===== src/hdl/pb64_pkg.sv =====
// Shared types, constants and the Base64 alphabet lookup for the prefixed decoder.
`timescale 1ns / 1ps

package pb64_pkg;

	localparam int unsigned PrefixLen = 4;

	// "B64:" with the first character in entry 0
	localparam logic [PrefixLen-1:0][7:0] PREFIX_CHARS = {8'h3A, 8'h34, 8'h36, 8'h42};

	localparam logic [7:0] PAD_CHAR = 8'h3D;

	typedef enum logic [1:0] {
		ST_DECODED     = 2'd0,
		ST_PASSTHROUGH = 2'd1,
		ST_FAILED      = 2'd2
	} status_t;

	typedef struct packed {
		logic [7:0] out_byte;
		logic       byte_valid;
		logic       last_result;
		status_t    status;
	} result_t;

	typedef struct packed {
		logic       valid;
		logic [5:0] value;
	} sextet_t;

	// Map one character of the standard alphabet to its six-bit value
	function automatic sextet_t sextet_of(input logic [7:0] c);
		sextet_t s;
		s.valid = 1'b1;
		s.value = 6'd0;
		case (c) inside
			[8'h41:8'h5A]: s.value = 6'(c - 8'h41);
			[8'h61:8'h7A]: s.value = 6'(c - 8'h61 + 8'd26);
			[8'h30:8'h39]: s.value = 6'(c - 8'h30 + 8'd52);
			8'h2B:         s.value = 6'd62;
			8'h2F:         s.value = 6'd63;
			default:       s.valid = 1'b0;
		endcase
		return s;
	endfunction

endpackage


===== src/hdl/pb64_char_if.sv =====
// Character channel: one string character per transaction.
`timescale 1ns / 1ps

interface pb64_char_if;
	logic       valid;
	logic       ready;
	logic [7:0] char_code;
	logic       final_char;

	modport source (output valid, output char_code, output final_char, input ready);
	modport sink (input valid, input char_code, input final_char, output ready);
endinterface


===== src/hdl/pb64_result_if.sv =====
// Result channel: one decoded or passed-through byte, or an end marker, per transaction.
`timescale 1ns / 1ps

interface pb64_result_if;
	logic       valid;
	logic       ready;
	logic [7:0] out_byte;
	logic       byte_valid;
	logic       last_result;
	logic [1:0] status;

	modport source (output valid, output out_byte, output byte_valid, output last_result,
		output status, input ready);
	modport sink (input valid, input out_byte, input byte_valid, input last_result,
		input status, output ready);
endinterface


===== src/hdl/prefixed_base64_decoder.sv =====
// Top level of the prefixed Base64 decoder.
`timescale 1ns / 1ps

// Strings arrive one character per transaction on char_stream, with final_char on the last.
// A string that opens with "B64:" is decoded as standard Base64 and yields one byte per
// completed byte of the body; anything else is passed through byte for byte, and the prefix
// characters held so far are replayed when the mismatch shows up. The last result of every
// string carries last_result and a status (decoded, passthrough, failed); on failed the
// receiver discards the string's bytes. A character is registered, evaluated against the
// decoder state and written into a four-entry result buffer, so one character is taken every
// cycle as long as each yields at most one result and the sink keeps up.
// A prefix mismatch yields up to four results, which the buffer drains one per cycle while
// the sink is ready; the character stream stalls until the last buffered result is taken.

module prefixed_base64_decoder (
	input  logic                 clk,
	input  logic                 arst_n,
	pb64_char_if.sink            char_stream,
	pb64_result_if.source        result_stream
);

	localparam int unsigned BufDepth = pb64_pkg::PrefixLen;

	// Input register
	logic       valid_s1;
	logic [7:0] char_s1;
	logic       final_s1;

	// Decoder state
	logic [2:0] prefix_count_q;
	logic       passthrough_q;
	logic [5:0] residue_q;
	logic [1:0] phase_q;
	logic       padding_q;
	logic       failed_q;
	logic       any_byte_q;

	// Result buffer, entry 0 is the head
	pb64_pkg::result_t   buf_q [BufDepth];
	logic [2:0]          buf_cnt_q;

	// Evaluation of the registered character
	pb64_pkg::result_t   res   [BufDepth];
	logic [2:0]          res_cnt;
	logic [2:0]          prefix_count_d;
	logic                passthrough_d;
	logic [5:0]          residue_d;
	logic [1:0]          phase_d;
	logic                padding_d;
	logic                failed_d;
	logic                any_byte_d;

	logic                pop;
	logic                buf_free;
	logic                consume;
	logic                take;

	logic [1:0]          held;
	logic                match;
	pb64_pkg::sextet_t   sx;
	logic                have;
	logic [7:0]          dec_byte;
	pb64_pkg::status_t   cur_status;

	assign pop      = result_stream.valid && result_stream.ready;
	assign buf_free = (buf_cnt_q == 3'd0) || ((buf_cnt_q == 3'd1) && pop);
	assign consume  = valid_s1 && ((res_cnt == 3'd0) || buf_free);
	assign take     = char_stream.valid && char_stream.ready;

	assign char_stream.ready = !valid_s1 || consume;

	assign result_stream.valid       = (buf_cnt_q != 3'd0);
	assign result_stream.out_byte    = buf_q[0].out_byte;
	assign result_stream.byte_valid  = buf_q[0].byte_valid;
	assign result_stream.last_result = buf_q[0].last_result;
	assign result_stream.status      = buf_q[0].status;

	assign held       = prefix_count_q[1:0];
	assign match      = (char_s1 == pb64_pkg::PREFIX_CHARS[held]);
	assign sx         = pb64_pkg::sextet_of(char_s1);
	assign cur_status = final_s1 ? pb64_pkg::ST_PASSTHROUGH : pb64_pkg::ST_DECODED;

	always_comb begin
		prefix_count_d = prefix_count_q;
		passthrough_d  = passthrough_q;
		residue_d      = residue_q;
		phase_d        = phase_q;
		padding_d      = padding_q;
		failed_d       = failed_q;
		any_byte_d     = any_byte_q;
		have           = 1'b0;
		dec_byte       = 8'd0;
		res_cnt        = 3'd0;
		for (int i = 0; i < BufDepth; i++) begin
			res[i] = '{out_byte: 8'd0, byte_valid: 1'b0, last_result: 1'b0,
				status: pb64_pkg::ST_DECODED};
		end

		if (passthrough_q) begin
			res[0]  = '{out_byte: char_s1, byte_valid: 1'b1, last_result: final_s1,
				status: cur_status};
			res_cnt = 3'd1;
		end else if (!prefix_count_q[2]) begin
			if (match && (held == 2'd3)) begin
				prefix_count_d = 3'd4;
				if (final_s1) begin
					res[0]  = '{out_byte: 8'd0, byte_valid: 1'b0, last_result: 1'b1,
						status: pb64_pkg::ST_DECODED};
					res_cnt = 3'd1;
				end
			end else if (match && !final_s1) begin
				prefix_count_d = prefix_count_q + 3'd1;
			end else begin
				// Replay the held prefix characters, then the current one
				for (int i = 0; i < BufDepth; i++) begin
					if (i < int'(held)) begin
						res[i] = '{out_byte: pb64_pkg::PREFIX_CHARS[i], byte_valid: 1'b1,
							last_result: 1'b0, status: pb64_pkg::ST_DECODED};
					end else if (i == int'(held)) begin
						res[i] = '{out_byte: char_s1, byte_valid: 1'b1,
							last_result: final_s1, status: cur_status};
					end
				end
				res_cnt       = {1'b0, held} + 3'd1;
				passthrough_d = 1'b1;
			end
		end else begin
			if (!padding_q && !failed_q) begin
				if (char_s1 == pb64_pkg::PAD_CHAR) begin
					padding_d = 1'b1;
				end else if (!sx.valid) begin
					failed_d = 1'b1;
				end else begin
					case (phase_q)
						2'd0: begin
							residue_d = sx.value;
						end
						2'd1: begin
							dec_byte  = {residue_q, sx.value[5:4]};
							residue_d = {2'b00, sx.value[3:0]};
							have      = 1'b1;
						end
						2'd2: begin
							dec_byte  = {residue_q[3:0], sx.value[5:2]};
							residue_d = {4'b0000, sx.value[1:0]};
							have      = 1'b1;
						end
						default: begin
							dec_byte  = {residue_q[1:0], sx.value};
							residue_d = 6'd0;
							have      = 1'b1;
						end
					endcase
					phase_d = phase_q + 2'd1;
					if (have) begin
						any_byte_d = 1'b1;
					end
				end
			end
			if (final_s1) begin
				res[0]  = '{out_byte: dec_byte, byte_valid: have, last_result: 1'b1,
					status: (failed_d || !any_byte_d) ? pb64_pkg::ST_FAILED
						: pb64_pkg::ST_DECODED};
				res_cnt = 3'd1;
			end else if (have) begin
				res[0]  = '{out_byte: dec_byte, byte_valid: 1'b1, last_result: 1'b0,
					status: pb64_pkg::ST_DECODED};
				res_cnt = 3'd1;
			end
		end
	end

	always_ff @(posedge clk or negedge arst_n) begin
		if (!arst_n) begin
			valid_s1 <= 1'b0;
		end else if (char_stream.ready) begin
			valid_s1 <= char_stream.valid;
		end
	end

	always_ff @(posedge clk) begin
		if (take) begin
			char_s1  <= char_stream.char_code;
			final_s1 <= char_stream.final_char;
		end
	end

	always_ff @(posedge clk or negedge arst_n) begin
		if (!arst_n) begin
			prefix_count_q <= 3'd0;
			passthrough_q  <= 1'b0;
			residue_q      <= 6'd0;
			phase_q        <= 2'd0;
			padding_q      <= 1'b0;
			failed_q       <= 1'b0;
			any_byte_q     <= 1'b0;
		end else if (consume) begin
			if (final_s1) begin
				// End of string: back to the reset state
				prefix_count_q <= 3'd0;
				passthrough_q  <= 1'b0;
				residue_q      <= 6'd0;
				phase_q        <= 2'd0;
				padding_q      <= 1'b0;
				failed_q       <= 1'b0;
				any_byte_q     <= 1'b0;
			end else begin
				prefix_count_q <= prefix_count_d;
				passthrough_q  <= passthrough_d;
				residue_q      <= residue_d;
				phase_q        <= phase_d;
				padding_q      <= padding_d;
				failed_q       <= failed_d;
				any_byte_q     <= any_byte_d;
			end
		end
	end

	always_ff @(posedge clk or negedge arst_n) begin
		if (!arst_n) begin
			buf_cnt_q <= 3'd0;
		end else if (consume && (res_cnt != 3'd0)) begin
			buf_cnt_q <= res_cnt;
		end else if (pop) begin
			buf_cnt_q <= buf_cnt_q - 3'd1;
		end
	end

	always_ff @(posedge clk) begin
		if (consume && (res_cnt != 3'd0)) begin
			for (int i = 0; i < BufDepth; i++) begin
				buf_q[i] <= res[i];
			end
		end else if (pop) begin
			// Advance the queue by one entry
			for (int i = 0; i < BufDepth - 1; i++) begin
				buf_q[i] <= buf_q[i + 1];
			end
		end
	end

endmodule


===== src/flat_wrapper.sv =====
// flat-port wrapper written by rule: the top's interface ports become plain ports
module prefixed_base64_decoder_flat 
  (clk, arst_n, char_stream_valid, char_stream_char_code, char_stream_final_char, char_stream_ready, result_stream_valid, result_stream_out_byte, result_stream_byte_valid, result_stream_last_result, result_stream_status, result_stream_ready);
  pb64_char_if char_stream_i ();
  pb64_result_if result_stream_i ();
  input  logic clk;
  input  logic arst_n;
  input wire logic [$bits(char_stream_i.valid)-1:0] char_stream_valid;
  input wire logic [$bits(char_stream_i.char_code)-1:0] char_stream_char_code;
  input wire logic [$bits(char_stream_i.final_char)-1:0] char_stream_final_char;
  output wire logic [$bits(char_stream_i.ready)-1:0] char_stream_ready;
  output wire logic [$bits(result_stream_i.valid)-1:0] result_stream_valid;
  output wire logic [$bits(result_stream_i.out_byte)-1:0] result_stream_out_byte;
  output wire logic [$bits(result_stream_i.byte_valid)-1:0] result_stream_byte_valid;
  output wire logic [$bits(result_stream_i.last_result)-1:0] result_stream_last_result;
  output wire logic [$bits(result_stream_i.status)-1:0] result_stream_status;
  input wire logic [$bits(result_stream_i.ready)-1:0] result_stream_ready;
  assign char_stream_i.valid = char_stream_valid;
  assign char_stream_i.char_code = char_stream_char_code;
  assign char_stream_i.final_char = char_stream_final_char;
  assign char_stream_ready = char_stream_i.ready;
  assign result_stream_valid = result_stream_i.valid;
  assign result_stream_out_byte = result_stream_i.out_byte;
  assign result_stream_byte_valid = result_stream_i.byte_valid;
  assign result_stream_last_result = result_stream_i.last_result;
  assign result_stream_status = result_stream_i.status;
  assign result_stream_i.ready = result_stream_ready;
  prefixed_base64_decoder u_core (.clk(clk), .arst_n(arst_n), .char_stream(char_stream_i), .result_stream(result_stream_i));
endmodule

===== config.mk =====
export PLATFORM = sky130hd
export DESIGN_NAME = prefixed_base64_decoder_flat
export DESIGN_NICKNAME = d
export VERILOG_FILES = /design/src/hdl/pb64_pkg.sv /design/src/hdl/pb64_char_if.sv /design/src/hdl/pb64_result_if.sv /design/src/hdl/prefixed_base64_decoder.sv /design/src/flat_wrapper.sv
export SDC_FILE = /design/constraint.sdc
export NUM_CORES = 1
export LEC_CHECK = 0
export ABC_AREA = 1
export BUFFER_PORTS_ARGS = -buffer_cell sky130_fd_sc_hd__buf_4
export CAP_MARGIN = 10
export CORE_ASPECT_RATIO = 1.25
export CORE_MARGIN = 2
export CORE_UTILIZATION = 60
export DETAILED_ROUTE_END_ITERATION = 10
export GPL_ROUTABILITY_DRIVEN = 0
export PLACE_DENSITY = 0.79
export SLEW_MARGIN = 20
export SYNTH_ARGS = -nofsm -noshare
export SYNTH_HDL_FRONTEND = slang
export SYNTH_SLANG_ARGS = --single-unit

===== constraint.sdc =====
create_clock -name clk -period 3.9 [get_ports clk]
set_clock_uncertainty 0.05 [all_clocks]
set_input_delay 0.78 -clock clk [delete_from_list [all_inputs] [get_ports clk]]
set_output_delay 0.78 -clock clk [all_outputs]
set_load 0.02 [all_outputs]

==> metrics.cfg <==
[die]
fp.dieW_um = 83.11
start_util = 0.6093
core_area_um2 = 7702
die_h_um = 102.9
ios = 27
die_area_um2 = 8550
num_rows = 36

[flow_run]
drv_cap = 0

[sta]
setup-tns-final_ns = 0
whs_ns = 0.2421
timing.final.crit_share = 0.9147
max_freq_mhz = 280.3
tightest_slew_ns = 0.6513
maxSlewHeadroom = 0.5652
drv_slew = 0
setup_viol = 0
rsz0062_at_grt = false
hold_viol = 0
fin_crit_ns = 3.567

[synthesis]
syn_area_um2 = 4693
ys_seq_elements = 70
synthCells = 580
synthArstFlopShare = 0.2714
syn-num-nets = 617
avgSynthCellArea_um2 = 8.092
synth-edff-count = 51
yosys_warnings = 0
yosysSeqAreaShare = 0.4276
yosysUniqueCellTypes = 42
synth_flop_cell = edfxtp_1

[critical_path]
reg2reg_depth = 16
cp_max_fo = 8
cp-end-kind = output pin
critical_path_class = reg -> out
rr_endpoint = u_core.buf_q[0][11]
rr_startpoint = u_core.prefix_count_q[1]
cp-start-kind = register
worstPathRequired_ns = 3.07
startpoint = u_core.prefix_count_q[1]
cp_data_arrival_time_ns = 2.74
crit_path_end = char_stream_ready
r2r_slack_ns = 0.44

[clocking]
cts_inserted_buffers = 9
ctsResizeCount = 0
cts_htree_levels = 3
clock_latency_ns = 0.36
post_cts_buffers = 0
cts_hold_buf = 0
cts_tree = done
root_buffer = clkbuf_8
clock_sinks = 70
clkSlewWorstSetupHoldPaths_ns = 0.07
cts_max_path_buffers = 2

[placed_design]
post_dp_cell_area_um2 = 4828
dpl.hpwl_um = 8254
portBuffers = 26

[finish]
drive_gt1_frac = 0.1371
fin_util = 0.6506
design_area_um2 = 5011
diodes = 0
fillers = 692
final_nets = 630
area_delta_synth_final_pct = 6.772

[global_routing]
grt_most_used_layer = met2
antenna_found_initial = 0
grt_pass1_vias = 3877
track_usage = 0.2710
use_met1 = 0.3156
met2_usage = 0.4622
grt_pass1_wl_um = 18110
grt_max_degree = 39
met3_usage = 0.04884
gr-total-overflow = 0

[outcome]
status = completed

[route]
ant_nets = 0
wl_per_cell_um = 16.06
num_vias = 4115
drc = 0
drt-initial-drc-count = 444
routed_wl_um = 11130
vias_per_cell = 5.938
first_pass_iters = 6

[power]
p_per_area_nw_per_um2 = 696.2
vdd_ir_drop_max_v = 0.0004001
finalPower_mw = 3.489
p_leak_nw = 2.317

[worst_hold_path]
worstHoldPathType = in -> async

[worst min-delay path by stage]
stage	start	end	slack [ns]
2_1_floorplan	u_core.any_byte_q	u_core.any_byte_q	0.39
3_3_place_gp	u_core.any_byte_q	u_core.any_byte_q	0.42
3_5_place_dp	u_core.any_byte_q	u_core.any_byte_q	0.43
4_1_cts	arst_n	u_core.residue_q[0]	0.24
5_1_grt	arst_n	u_core.prefix_count_q[1]	0.26
6_report	arst_n	u_core.residue_q[0]	0.24
[state kept, by name (all words and copies together) (netlist names)]
| name | count |
|---|---|
| u_core.prefix_count_q | 3 |
| u_core.final_s1 | 1 |
| u_core.any_byte_q | 1 |
| u_core.buf_q | 42 |
| u_core.phase_q | 2 |
| u_core.char_s1 | 8 |
| u_core.valid_s1 | 1 |
| u_core.residue_q | 6 |
| u_core.passthrough_q | 1 |
| u_core.buf_cnt_q | 3 |
| u_core.padding_q | 1 |
| u_core.failed_q | 1 |
[cells in the mapped netlist (2+ instances only)]
library cell,instances,share of area
a21oi_1,15,0.016
a21oi_4,2,0.0069
a221o_1,3,0.0064
buf_2,4,0.0043
buf_4,13,0.021
buf_6,4,0.0096
clkbuf_1,7,0.0056
clkinv_1,2,0.0016
dfrtp_1,19,0.10
edfxtp_1,51,0.33
ha_1,24,0.064
inv_1,46,0.037
inv_2,5,0.0040
nand2_1,177,0.14
nand2_2,12,0.016
nand2_4,2,0.0048
nand3_1,56,0.060
nand3_2,2,0.0043
nand3_4,3,0.011
nand3b_1,2,0.0032
nand4_1,16,0.021
nor2_1,46,0.037
nor2_2,5,0.0067
nor3_1,5,0.0053
nor4_1,2,0.0027
o211ai_1,3,0.0048
o21ai_0,31,0.033
or2_2,3,0.0040
xor2_1,7,0.013
[cell usage in the layout (no fill, tap or decap), drive strengths merged, types with 2 or more instances in the layout]
cell type  synthesis  layout
nand2            191     191
nand3             61      61
inv               52      52
edfxtp            51      51
nor2              51      51
buf               23      32
o21ai             32      32
ha                24      24
dfrtp             19      19
nand4             17      17
a21oi             17      17
clkbuf             7      12
xor2               7       7
nor3               6       6
clkinv             2       4
o211ai             3       3
or2                3       3
a221o              3       3
nor4               2       2
nand3b             2       2
[critical path: stages, from the launching register on]
cell and delay [ns]:
dfrtp_1 0.43, inv_1 0.17, ha_1 0.29, ha_1 0.29
nand2_1 0.05, inv_1 0.05, nand2_1 0.05, nor2_2 0.15
nand3_1 0.11, nand2_1 0.08, inv_1 0.08, a21oi_4 0.16
nand4_4 0.16, nand3_1 0.16, buf_4 0.17
[final cells by class]
| class | instances | area [um^2] | area share |
|---|---|---|---|
| repair buffers | 32 | 240.2 | 0.04794 |
| flip-flops and latches | 70 | 2007 | 0.4005 |
| clock inverters | 4 | 47.55 | 0.009488 |
| clock buffers | 12 | 135.1 | 0.02697 |
| well taps | 95 | 118.9 | 0.02372 |
| multi-input cells | 426 | 2257 | 0.4504 |
| inverters | 54 | 205.2 | 0.04095 |
[routing by layer]
metal	wire, um	up-vias
li1	-	1946
met1	4262	1890
met2	5367	231
met3	914	48
met4	588	0
met5	0	-
[per-stage QoR]
| stage | worst slack [ns] | cells |
|---|---|---|
| detailed placement | 0.4953 | 677 |
| global route | 0.1901 | 693 |
| CTS | 0.3717 | 693 |
| floorplan | 0.8980 | 580 |
| global placement | 0.6909 | 677 |
| finish | 0.3328 | 693 |
[power breakdown]
group	internal, mW	switching, mW
Sequential	1.21	0.189
Clock	0.294	0.275
Combinational	0.469	1.05
Total	1.97	1.52
[cells by family after synthesis]
group,synth area share
simple gates,0.3255
compound gates,0.07651
buf+inv,0.09144
fa+ha+maj,0.06398
flops,0.4276
xor+xnor,0.01493
Note: power is estimated with default switching activity, not from simulation.
